File: config.mk
export PLATFORM = sky130hd
export DESIGN_NAME = waveform_decimator
export DESIGN_NICKNAME = d
export VERILOG_FILES = /design/src/rtl/wd_pkg.sv /design/src/rtl/waveform_decimator.sv /design/src/rtl/wd_front.sv /design/src/rtl/wd_fifo.sv /design/src/rtl/wd_div.sv /design/src/rtl/wd_back.sv
export SDC_FILE = /design/constraint.sdc
export NUM_CORES = 1
export LEC_CHECK = 0
export BUFFER_PORTS_ARGS = -buffer_cell sky130_fd_sc_hd__buf_4
export CAP_MARGIN = 20
export CORE_MARGIN = 2
export CORE_UTILIZATION = 60
export DETAILED_ROUTE_END_ITERATION = 10
export PLACE_DENSITY = 0.77
export SYNTH_ARGS = -nofsm -noshare
export SYNTH_HDL_FRONTEND = slang
export SYNTH_SLANG_ARGS = --single-unit
File: constraint.sdc
create_clock -name clk -period 8.6 [get_ports clk]
set_input_delay 1.29 -clock clk [delete_from_list [all_inputs] [get_ports clk]]
set_output_delay 1.29 -clock clk [all_outputs]
set_load 0.01 [all_outputs]
File: src/rtl/wd_pkg.sv
// wd_pkg: shared constants, codes and types of the waveform decimator
// no dependencies; used by every module in rtl/

package wd_pkg;

  localparam int LENGTH_BITS_DEF = 16;
  localparam int QUEUE_DEPTH     = 4;
  localparam int SAMPLE_W        = 8;
  localparam int MODE_W          = 2;

  // decimation modes, unused code behaves as plain
  localparam logic [MODE_W-1:0] MODE_PLAIN = 2'd0;
  localparam logic [MODE_W-1:0] MODE_PEAK  = 2'd1;
  localparam logic [MODE_W-1:0] MODE_HALF  = 2'd2;
  localparam logic [MODE_W-1:0] MODE_SPARE = 2'd3;

  // configuration register indexes
  localparam logic CFG_MODE   = 1'b0;
  localparam logic CFG_LENGTH = 1'b1;

  localparam logic [SAMPLE_W-1:0] SAMPLE_MAX = 8'hff;

  // per-group control word handed from front to back
  typedef struct packed {
    logic                half;        // values still need the two half averages
    logic                record_end;
    logic [SAMPLE_W-1:0] lo;
    logic [SAMPLE_W-1:0] hi;
  } job_ctrl_t;

  typedef enum logic [1:0] {
    B_IDLE,
    B_DIVA,
    B_DIVB,
    B_EMIT
  } back_state_t;

endpackage

File: src/rtl/waveform_decimator.sv
// waveform_decimator: peak-detect / subsample / half-average decimation of 8-bit samples
// results: plain, peak and length-1 groups pass the queue, then the output register;
//   half-average groups also take two 9-step divider passes, with no new pop meanwhile
// throughput: one sample per cycle in, unless a closing sample meets a full queue;
//   other groups pop one per cycle when out is free; a 4-entry queue absorbs bursts
// reset: synchronous active-low rst_n clears group state, queue, divider and output valid;
//   mode resets to plain and group length to 1
// depends on wd_pkg, wd_front, wd_fifo, wd_div, wd_back

module waveform_decimator #(
  parameter int LENGTH_BITS = wd_pkg::LENGTH_BITS_DEF
) (
  input  logic                   clk,
  input  logic                   rst_n,
  // configuration write port
  input  logic                   cfg_we,
  input  logic                   cfg_addr,
  input  logic [LENGTH_BITS-1:0] cfg_wdata,
  // sample stream
  input  logic                   in_tvalid,
  output logic                   in_tready,
  input  logic [7:0]             in_tdata,    // [7:0] sample
  input  logic                   in_tlast,    // end of record
  // decimated pair stream
  output logic                   out_tvalid,
  input  logic                   out_tready,
  output logic [15:0]            out_tdata,   // [7:0] low_value, [15:8] high_value
  output logic                   out_tlast    // group closed at record end
);

  localparam int SW = LENGTH_BITS + 7;
  localparam int CW = $bits(wd_pkg::job_ctrl_t);
  localparam int JW = CW + 2 * SW + LENGTH_BITS;

  // configuration registers
  logic [wd_pkg::MODE_W-1:0] mode_r;
  logic [LENGTH_BITS-1:0]    glen_r;

  always_ff @(posedge clk) begin
    if (!rst_n) begin
      mode_r <= wd_pkg::MODE_PLAIN;
      glen_r <= LENGTH_BITS'(1);
    end else if (cfg_we) begin
      case (cfg_addr)
        wd_pkg::CFG_MODE:   mode_r <= cfg_wdata[wd_pkg::MODE_W-1:0];
        wd_pkg::CFG_LENGTH: glen_r <= cfg_wdata;
        default:            mode_r <= mode_r;
      endcase
    end
  end

  // front to queue
  logic                   push, q_full;
  wd_pkg::job_ctrl_t      f_ctrl;
  logic [SW-1:0]          f_sum1, f_sum2;
  logic [LENGTH_BITS-1:0] f_len;

  // queue to back
  logic                   q_valid, pop;
  logic [JW-1:0]          q_wdata, q_rdata;
  wd_pkg::job_ctrl_t      b_ctrl;
  logic [SW-1:0]          b_sum1, b_sum2;
  logic [LENGTH_BITS-1:0] b_len;

  logic [7:0]             res_low, res_high;

  wd_front #(
    .LENGTH_BITS(LENGTH_BITS)
  ) u_front (
    .clk          (clk),
    .rst_n        (rst_n),
    .mode         (mode_r),
    .group_length (glen_r),
    .in_valid     (in_tvalid),
    .in_sample    (in_tdata),
    .in_last      (in_tlast),
    .in_ready     (in_tready),
    .q_full       (q_full),
    .push         (push),
    .job_ctrl     (f_ctrl),
    .job_sum1     (f_sum1),
    .job_sum2     (f_sum2),
    .job_len      (f_len)
  );

  // one queue word per closed group
  assign q_wdata = {f_len, f_sum2, f_sum1, f_ctrl};

  wd_fifo #(
    .WIDTH (JW),
    .DEPTH (wd_pkg::QUEUE_DEPTH)
  ) u_queue (
    .clk      (clk),
    .rst_n    (rst_n),
    .wr_en    (push),
    .wr_data  (q_wdata),
    .full     (q_full),
    .rd_en    (pop),
    .rd_data  (q_rdata),
    .rd_valid (q_valid)
  );

  assign {b_len, b_sum2, b_sum1, b_ctrl} = q_rdata;

  wd_back #(
    .LENGTH_BITS(LENGTH_BITS)
  ) u_back (
    .clk       (clk),
    .rst_n     (rst_n),
    .q_valid   (q_valid),
    .q_ctrl    (b_ctrl),
    .q_sum1    (b_sum1),
    .q_sum2    (b_sum2),
    .q_len     (b_len),
    .pop       (pop),
    .out_valid (out_tvalid),
    .out_ready (out_tready),
    .out_low   (res_low),
    .out_high  (res_high),
    .out_last  (out_tlast)
  );

  assign out_tdata = {res_high, res_low};

endmodule

File: src/rtl/wd_front.sv
// wd_front: sample intake, group counting, min/max/first tracking and half sums
// depends on wd_pkg

module wd_front #(
  parameter int LENGTH_BITS = wd_pkg::LENGTH_BITS_DEF
) (
  input  logic                                clk,
  input  logic                                rst_n,
  input  logic [wd_pkg::MODE_W-1:0]           mode,
  input  logic [LENGTH_BITS-1:0]              group_length,
  input  logic                                in_valid,
  input  logic [wd_pkg::SAMPLE_W-1:0]         in_sample,
  input  logic                                in_last,
  output logic                                in_ready,
  input  logic                                q_full,
  output logic                                push,
  output wd_pkg::job_ctrl_t                   job_ctrl,
  output logic [LENGTH_BITS+6:0]              job_sum1,
  output logic [LENGTH_BITS+6:0]              job_sum2,
  output logic [LENGTH_BITS-1:0]              job_len
);

  localparam int SW = LENGTH_BITS + 7;

  logic [LENGTH_BITS-1:0]        pos_r, pos_nxt;
  logic [wd_pkg::SAMPLE_W-1:0]   first_r, first_nxt;
  logic [wd_pkg::SAMPLE_W-1:0]   min_r, min_nxt;
  logic [wd_pkg::SAMPLE_W-1:0]   max_r, max_nxt;
  logic [SW-1:0]                 sum1_r, sum1_nxt;
  logic [SW-1:0]                 sum2_r, sum2_nxt;

  logic [LENGTH_BITS-1:0]        len_eff, half1;
  logic [LENGTH_BITS:0]          pos_inc;
  logic                          closing, accept, in_first;
  logic [wd_pkg::SAMPLE_W-1:0]   first_upd, min_upd, max_upd;
  logic [SW-1:0]                 sum1_upd, sum2_upd;

  assign len_eff  = (group_length == '0) ? LENGTH_BITS'(1) : group_length;
  assign half1    = len_eff >> 1;
  assign pos_inc  = {1'b0, pos_r} + (LENGTH_BITS+1)'(1);
  assign closing  = pos_inc >= {1'b0, len_eff};
  // only a closing sample needs a queue slot
  assign in_ready = !(closing && q_full);
  assign accept   = in_valid && in_ready;

  assign first_upd = (pos_r == '0) ? in_sample : first_r;
  assign min_upd   = (in_sample < min_r) ? in_sample : min_r;
  assign max_upd   = (in_sample > max_r) ? in_sample : max_r;
  assign in_first  = pos_r < half1;
  assign sum1_upd  = in_first ? sum1_r + SW'(in_sample) : sum1_r;
  assign sum2_upd  = in_first ? sum2_r : sum2_r + SW'(in_sample);

  always_comb begin
    job_ctrl.half       = 1'b0;
    job_ctrl.record_end = in_last;
    job_ctrl.lo         = first_upd;
    job_ctrl.hi         = first_upd;
    if (len_eff < LENGTH_BITS'(2)) begin
      job_ctrl.lo = in_sample;
      job_ctrl.hi = in_sample;
    end else begin
      case (mode)
        wd_pkg::MODE_PEAK: begin
          job_ctrl.lo = min_upd;
          job_ctrl.hi = max_upd;
        end
        wd_pkg::MODE_HALF: begin
          job_ctrl.half = 1'b1;
        end
        default: begin
          job_ctrl.lo = first_upd;
          job_ctrl.hi = first_upd;
        end
      endcase
    end
  end

  assign push     = accept && closing;
  assign job_sum1 = sum1_upd;
  assign job_sum2 = sum2_upd;
  assign job_len  = len_eff;

  always_comb begin
    pos_nxt   = pos_r;
    first_nxt = first_r;
    min_nxt   = min_r;
    max_nxt   = max_r;
    sum1_nxt  = sum1_r;
    sum2_nxt  = sum2_r;
    if (accept) begin
      if (closing || in_last) begin
        pos_nxt   = '0;
        first_nxt = '0;
        min_nxt   = wd_pkg::SAMPLE_MAX;
        max_nxt   = '0;
        sum1_nxt  = '0;
        sum2_nxt  = '0;
      end else begin
        pos_nxt   = pos_inc[LENGTH_BITS-1:0];
        first_nxt = first_upd;
        min_nxt   = min_upd;
        max_nxt   = max_upd;
        sum1_nxt  = sum1_upd;
        sum2_nxt  = sum2_upd;
      end
    end
  end

  always_ff @(posedge clk) begin
    if (!rst_n) begin
      pos_r   <= '0;
      first_r <= '0;
      min_r   <= wd_pkg::SAMPLE_MAX;
      max_r   <= '0;
      sum1_r  <= '0;
      sum2_r  <= '0;
    end else begin
      pos_r   <= pos_nxt;
      first_r <= first_nxt;
      min_r   <= min_nxt;
      max_r   <= max_nxt;
      sum1_r  <= sum1_nxt;
      sum2_r  <= sum2_nxt;
    end
  end

endmodule

File: src/rtl/wd_fifo.sv
// wd_fifo: small register queue between front and back
// depends on wd_pkg for the default depth

module wd_fifo #(
  parameter int WIDTH = 8,
  parameter int DEPTH = wd_pkg::QUEUE_DEPTH
) (
  input  logic             clk,
  input  logic             rst_n,
  input  logic             wr_en,
  input  logic [WIDTH-1:0] wr_data,
  output logic             full,
  input  logic             rd_en,
  output logic [WIDTH-1:0] rd_data,
  output logic             rd_valid
);

  localparam int AW = (DEPTH > 1) ? $clog2(DEPTH) : 1;

  logic [WIDTH-1:0] mem_r [DEPTH];
  logic [AW-1:0]    wptr_r, wptr_nxt;
  logic [AW-1:0]    rptr_r, rptr_nxt;
  logic [AW:0]      cnt_r, cnt_nxt;
  logic             do_wr, do_rd;

  assign full     = cnt_r == (AW+1)'(DEPTH);
  assign rd_valid = cnt_r != '0;
  assign do_wr    = wr_en && !full;
  assign do_rd    = rd_en && rd_valid;
  assign rd_data  = mem_r[rptr_r];

  always_comb begin
    wptr_nxt = wptr_r;
    rptr_nxt = rptr_r;
    cnt_nxt  = cnt_r;
    if (do_wr) begin
      wptr_nxt = (wptr_r == AW'(DEPTH-1)) ? '0 : wptr_r + AW'(1);
    end
    if (do_rd) begin
      rptr_nxt = (rptr_r == AW'(DEPTH-1)) ? '0 : rptr_r + AW'(1);
    end
    if (do_wr && !do_rd) begin
      cnt_nxt = cnt_r + (AW+1)'(1);
    end else if (do_rd && !do_wr) begin
      cnt_nxt = cnt_r - (AW+1)'(1);
    end
  end

  always_ff @(posedge clk) begin
    if (!rst_n) begin
      wptr_r <= '0;
      rptr_r <= '0;
      cnt_r  <= '0;
    end else begin
      wptr_r <= wptr_nxt;
      rptr_r <= rptr_nxt;
      cnt_r  <= cnt_nxt;
    end
  end

  always_ff @(posedge clk) begin
    if (do_wr) begin
      mem_r[wptr_r] <= wr_data;
    end
  end

endmodule

File: src/rtl/wd_div.sv
// wd_div: restoring divider for a half mean, quotient saturated at 255
// depends on wd_pkg

module wd_div #(
  parameter int LENGTH_BITS = wd_pkg::LENGTH_BITS_DEF
) (
  input  logic                        clk,
  input  logic                        rst_n,
  input  logic                        start,
  input  logic [LENGTH_BITS+6:0]      dividend,
  input  logic [LENGTH_BITS-1:0]      divisor,
  output logic                        done,
  output logic [wd_pkg::SAMPLE_W-1:0] quotient
);

  // nine steps: the first one only detects a quotient above 255
  localparam int STEPS = wd_pkg::SAMPLE_W + 1;
  localparam int RW    = LENGTH_BITS + wd_pkg::SAMPLE_W;
  localparam int CW    = $clog2(STEPS + 1);

  logic [RW-1:0]    rem_r, rem_nxt;
  logic [RW-1:0]    dsh_r, dsh_nxt;
  logic [STEPS-1:0] q_r, q_nxt;
  logic [CW-1:0]    cnt_r, cnt_nxt;
  logic             done_r, done_nxt;
  logic             ge;

  assign ge       = rem_r >= dsh_r;
  assign done     = done_r;
  assign quotient = q_r[STEPS-1] ? wd_pkg::SAMPLE_MAX : q_r[wd_pkg::SAMPLE_W-1:0];

  always_comb begin
    rem_nxt  = rem_r;
    dsh_nxt  = dsh_r;
    q_nxt    = q_r;
    cnt_nxt  = cnt_r;
    done_nxt = 1'b0;
    if (start) begin
      rem_nxt = RW'(dividend);
      dsh_nxt = {divisor, {wd_pkg::SAMPLE_W{1'b0}}};
      q_nxt   = '0;
      cnt_nxt = CW'(STEPS);
    end else if (cnt_r != '0) begin
      rem_nxt  = ge ? rem_r - dsh_r : rem_r;
      dsh_nxt  = dsh_r >> 1;
      q_nxt    = {q_r[STEPS-2:0], ge};
      cnt_nxt  = cnt_r - CW'(1);
      done_nxt = cnt_r == CW'(1);
    end
  end

  always_ff @(posedge clk) begin
    if (!rst_n) begin
      cnt_r  <= '0;
      done_r <= 1'b0;
    end else begin
      cnt_r  <= cnt_nxt;
      done_r <= done_nxt;
    end
  end

  always_ff @(posedge clk) begin
    rem_r <= rem_nxt;
    dsh_r <= dsh_nxt;
    q_r   <= q_nxt;
  end

endmodule

File: src/rtl/wd_back.sv
// wd_back: pops finished groups, runs the half averages, drives the result register
// depends on wd_pkg and wd_div

module wd_back #(
  parameter int LENGTH_BITS = wd_pkg::LENGTH_BITS_DEF
) (
  input  logic                        clk,
  input  logic                        rst_n,
  input  logic                        q_valid,
  input  wd_pkg::job_ctrl_t           q_ctrl,
  input  logic [LENGTH_BITS+6:0]      q_sum1,
  input  logic [LENGTH_BITS+6:0]      q_sum2,
  input  logic [LENGTH_BITS-1:0]      q_len,
  output logic                        pop,
  output logic                        out_valid,
  input  logic                        out_ready,
  output logic [wd_pkg::SAMPLE_W-1:0] out_low,
  output logic [wd_pkg::SAMPLE_W-1:0] out_high,
  output logic                        out_last
);

  localparam int SW = LENGTH_BITS + 7;

  wd_pkg::back_state_t state_r, state_nxt;

  logic                        ovalid_r, ovalid_nxt;
  logic [wd_pkg::SAMPLE_W-1:0] olow_r, ohigh_r, qa_r;
  logic                        olast_r, rec_r;
  logic [SW-1:0]               sum2_r;
  logic [LENGTH_BITS-1:0]      half2_r;

  logic                        out_free;
  logic                        div_start, div_done;
  logic [SW-1:0]               div_sum;
  logic [LENGTH_BITS-1:0]      div_den;
  logic [wd_pkg::SAMPLE_W-1:0] div_q;
  logic [LENGTH_BITS-1:0]      head_half1;
  logic                        load_direct, load_half, take_qa;
  logic [wd_pkg::SAMPLE_W-1:0] avg_lo, avg_hi;

  assign out_free   = !ovalid_r || out_ready;
  assign head_half1 = q_len >> 1;

  always_comb begin
    state_nxt = state_r;
    case (state_r)
      wd_pkg::B_IDLE: begin
        if (q_valid && q_ctrl.half) begin
          state_nxt = wd_pkg::B_DIVA;
        end
      end
      wd_pkg::B_DIVA: begin
        if (div_done) begin
          state_nxt = wd_pkg::B_DIVB;
        end
      end
      wd_pkg::B_DIVB: begin
        if (div_done) begin
          state_nxt = wd_pkg::B_EMIT;
        end
      end
      wd_pkg::B_EMIT: begin
        if (out_free) begin
          state_nxt = wd_pkg::B_IDLE;
        end
      end
      default: state_nxt = wd_pkg::B_IDLE;
    endcase
  end

  always_comb begin
    pop         = 1'b0;
    div_start   = 1'b0;
    div_sum     = q_sum1;
    div_den     = head_half1;
    load_direct = 1'b0;
    load_half   = 1'b0;
    take_qa     = 1'b0;
    case (state_r)
      wd_pkg::B_IDLE: begin
        if (q_valid && q_ctrl.half) begin
          pop       = 1'b1;
          div_start = 1'b1;
        end else if (q_valid && out_free) begin
          pop         = 1'b1;
          load_direct = 1'b1;
        end
      end
      wd_pkg::B_DIVA: begin
        div_sum = sum2_r;
        div_den = half2_r;
        if (div_done) begin
          div_start = 1'b1;
          take_qa   = 1'b1;
        end
      end
      wd_pkg::B_EMIT: begin
        load_half = out_free;
      end
      default: begin
        pop = 1'b0;
      end
    endcase
  end

  wd_div #(
    .LENGTH_BITS(LENGTH_BITS)
  ) u_div (
    .clk      (clk),
    .rst_n    (rst_n),
    .start    (div_start),
    .dividend (div_sum),
    .divisor  (div_den),
    .done     (div_done),
    .quotient (div_q)
  );

  // second quotient sits in the divider until the result is loaded
  assign avg_lo = (qa_r < div_q) ? qa_r : div_q;
  assign avg_hi = (qa_r < div_q) ? div_q : qa_r;

  always_comb begin
    ovalid_nxt = ovalid_r;
    if (load_direct || load_half) begin
      ovalid_nxt = 1'b1;
    end else if (out_ready) begin
      ovalid_nxt = 1'b0;
    end
  end

  always_ff @(posedge clk) begin
    if (!rst_n) begin
      state_r  <= wd_pkg::B_IDLE;
      ovalid_r <= 1'b0;
    end else begin
      state_r  <= state_nxt;
      ovalid_r <= ovalid_nxt;
    end
  end

  always_ff @(posedge clk) begin
    if (pop) begin
      sum2_r  <= q_sum2;
      half2_r <= q_len - head_half1;
      rec_r   <= q_ctrl.record_end;
    end
    if (take_qa) begin
      qa_r <= div_q;
    end
    if (load_direct) begin
      olow_r  <= q_ctrl.lo;
      ohigh_r <= q_ctrl.hi;
      olast_r <= q_ctrl.record_end;
    end else if (load_half) begin
      olow_r  <= avg_lo;
      ohigh_r <= avg_hi;
      olast_r <= rec_r;
    end
  end

  assign out_valid = ovalid_r;
  assign out_low   = olow_r;
  assign out_high  = ohigh_r;
  assign out_last  = olast_r;

endmodule

==> impl_metrics.csv <==
group,metric,value,unit
run_status,status,"complete, no violations",
critical_path,rr_startpoint,"glen_r[4]",
layout,drive_gt1_share,12.8,%
yosys,synth.cell_area,26600,µm²
sta,fmax,192,MHz
die,coreArea,44000,µm²
sta,fin_worst_skew,28.0,ps
worst_hold_path,hold_path.startpoint,"glen_r[0]",
drt,wl_per_cell,22.0,µm
yosys,synth_top_area_cell,"edfxtp_1",
global_routing,track_usage,26.3,%
sta,fin_tns_setup,0,ps
sta,worst_slack,3390,ps
sta,rsz0062_at_grt,"false",
drt,drc,0,
sta,worstMarginPinSlew,1070,ps
critical_path,r2r_end,"u_queue.mem_r[3][14]",
layout,syn_to_final_growth,9.66,%
drt,drt-initial-drc-count,1613,
yosys,synth.area.top_cells,"edfxtp_1, dfxtp_1, mux4_2, ha_1, nand2_1",
cts,cts-root-buf,"clkbuf_16",
cts,cts.hold.buffers_added,0,
global_routing,grt_max_degree,77,
placed_design,pre_cts_slack,3790,ps
layout,regArea,15500,µm²
critical_path,crit_start,"glen_r[4]",
global_routing,grt_pass1_wl,94300,µm
placed_design,io_buffers,49,
yosys,synth_edf_count,424,
yosys,async_reset_ff_share,0,%
critical_path,cp.required,7310,ps
yosys,ys.warnings.count,0,
yosys,synthCells,2110,
sta,setup_viol,0,
critical_path,endpoint,"in_tready",
layout,fillers,3075,
cts,h-tree-depth,2,
cts,cts_tree,"done",
cts,ctsResizeCount,0,
job,cap_violations,0,
critical_path,cp_slowest_cell,"nand4_1",
drt,dr.pass1.iters,6,
pwr,p_leak,10.8,nW
cts,clock_path_buffers,3,
pwr,switching_power,0.00338,W
drt,ant_nets,0,
yosys,syn_nets,2267,
yosys,ys_seq_area_share,58.2,%
die,die_h,215,µm
layout,finalNetCount,2285,
pwr,ir_drop,223,µV
cts,post_cts_buffers,0,
die,fp-row-count,77,
die,dieArea,46100,µm²
pwr,p_sw_share,34.5,%
die,initial_core_util,60.5,%
die,die_x,215,µm
critical_path,ff2ff_path_depth,12,
placed_design,place_inst,2662,
drt,drt-total-wl,60800,µm
yosys,yosysTopAreaCellShare,47.8,%
sta,fin_crit_sh,60.6,%
critical_path,path_max_fanout,15,
cts,cts_buffers,55,
pwr,power_density,335,nW/µm²
yosys,synth-seq-cells,563,
layout,multi_input_area,10200,µm²
sta,maxSlewHeadroom,28.6,%
die,io_pins,50,
placed_design,gp_congestion,0.907,
critical_path,critical-path-max-stage-delay,740,ps
layout,stdcell_count,2766,
cts,clk_pin_slew_worst_paths,60,ps
critical_path,reg2reg_setup_slack,3710,ps
yosys,yosysUniqueCellTypes,73,
sta,finalHoldViolCount,0,
drt,via_per_inst,6.22,
cts,cts.sinks,563,
critical_path,cp-start-kind,"flop",
sta,drv_slew,0,
critical_path,endpoint_kind,"primary output",
yosys,synth_flop_cell,"edfxtp_1",
sta,finalCriticalPeriod,5210,ps
yosys,syn_avg_cell_area,12.6,µm²
layout,diodes,0,
pwr,seqPwrFrac,39.6,%
global_routing,antenna_found_initial,0,
placed_design,dp_hpwl,39700,µm
pwr,clkPwrFrac,24.3,%
pwr,combPwrFrac,36.0,%
drt,vias,17200,
cts,clock_latency,620,ps
pwr,power.internal,0.00640,W
critical_path,critPathKind,"reg2out",
global_routing,overflow,0,
worst_hold_path,min_path_type,"reg2reg",
critical_path,cp_data_arrival_time,3920,ps
global_routing,first_global_vias,16800,
critical_path,path_cells,"nor4_1 > nand4_1 > nand2b_1 > ha_1 > nor2b_1 > o21bai_1 > a21oi_1 > o211ai_1 > a21oi_2 > inv_1 > buf_4",
## logic make-up after synthesis
family	synth area share (%)
simple gates	9.01
fa+ha+maj	6.06
flops	58.2
xor+xnor	2.73
mux	9.17
compound gates	11.3
buf+inv	3.49
## cells in the mapped netlist (26+ instances only)
library cell	instances
a21o_1	31
buf_2	26
mux2i_1	54
edfxtp_1	424
ha_1	121
nand2_1	190
xor2_1	28
a22o_1	35
clkbuf_1	67
nand3_1	49
mux4_2	80
o21ai_0	111
xnor2_1	55
inv_1	118
dfxtp_1	139
a21oi_1	104
nor2_1	99
## area by class of cell
type                    instances  area share (%)
clock buffers                  68            4.98
clock inverters                35            1.07
inverters                     119            1.53
multi-input cells            1323            35.0
flip-flops and latches        563            53.1
well taps                     592            2.53
repair buffers                 66            1.72
## power by group through the flow
| stage | Clock (W) | Sequential [W] | Combinational, W |
|---|---|---|---|
| floorplan | 0 | 0.00382 | 0.00267 |
| global placement | 0 | 0.00391 | 0.00336 |
| detailed placement | 0 | 0.00393 | 0.00347 |
| CTS | 0.00240 | 0.00388 | 0.00351 |
| global route | 0.00250 | 0.00392 | 0.00391 |
| finish | 0.00238 | 0.00388 | 0.00353 |
## state kept, by name (all words and copies together) (netlist names), 2 cells and up, named ones only
register and flops:
glen_r 16, mode_r 2, u_back.half2_r 16, u_back.out_high 8, u_back.out_low 8, u_back.qa_r 8
u_back.state_r 2, u_back.sum2_r 23, u_back.u_div.cnt_r 4, u_back.u_div.dsh_r 24, u_back.u_div.q_r 9, u_back.u_div.rem_r 24
u_front.first_r 8, u_front.max_r 8, u_front.min_r 8, u_front.pos_r 16, u_front.sum1_r 23, u_front.sum2_r 23
u_queue.cnt_r 3, u_queue.mem_r 320, u_queue.rptr_r 2, u_queue.wptr_r 2
## worst min path at each step
stage / endpoint / slack (ps) / cells after the start
floorplan: glen_r[0] / 430 / 2
global placement: glen_r[0] / 450 / 2
detailed placement: glen_r[0] / 450 / 2
CTS: glen_r[0] / 470 / 2
global route: u_back.u_div.dsh_r[6] / 490 / 2
finish: glen_r[0] / 460 / 2
## per-layer routing
layer	vias to the layer above	global-route usage, %	wire, µm
met4	0	6.46	1260
met5	-	0	0
li1	7928	-	-
met2	694	42.1	28700
met1	8478	38.0	26100
met3	100	4.42	4770
## worst max-delay path, delay by kind of cell (launching register included)
| family | cells | cell delay [ps] |
|---|---|---|
| simple gates | 4 | 1770 |
| compound gates | 4 | 760 |
| flops | 1 | 380 |
| fa+ha+maj | 1 | 220 |
| buf+inv | 2 | 190 |
## layout by cell type (no fill, tap or decap), types with 14 or more instances in the layout
cell type and instances:
o31ai_1 25, xor2_1 28, mux2i_1 54, a22o_1 35, nor2b_1 17, nand3_1 48
mux4_2 80, and3_1 25, xnor2_1 55, buf_4 65, a31oi_1 18, o21ai_1 21
ha_1 120, a21boi_0 17, nand4_1 15, a211oi_1 22, nor2_1 98, o21ai_0 111
o21a_1 20, nand2_1 190, clkbuf_16 56, or3_1 14, edfxtp_1 424, inv_1 118
a21o_1 31, nand2b_1 15, a21oi_1 103, dfxtp_1 137, nor3_1 20
## through the flow
step           total power, W  hold slack, ps  area [µm²]  utilization [%]
5_1_grt                0.0103             489       29200             66.4
2_1_floorplan         0.00649             432       26600                -
6_report              0.00978             463       29200             66.4
3_3_place_gp          0.00727             446       27400             62.3
4_1_cts               0.00980             467       29200             66.3
3_5_place_dp          0.00740             452       27400             62.3
(Power assumes the default switching activity.)
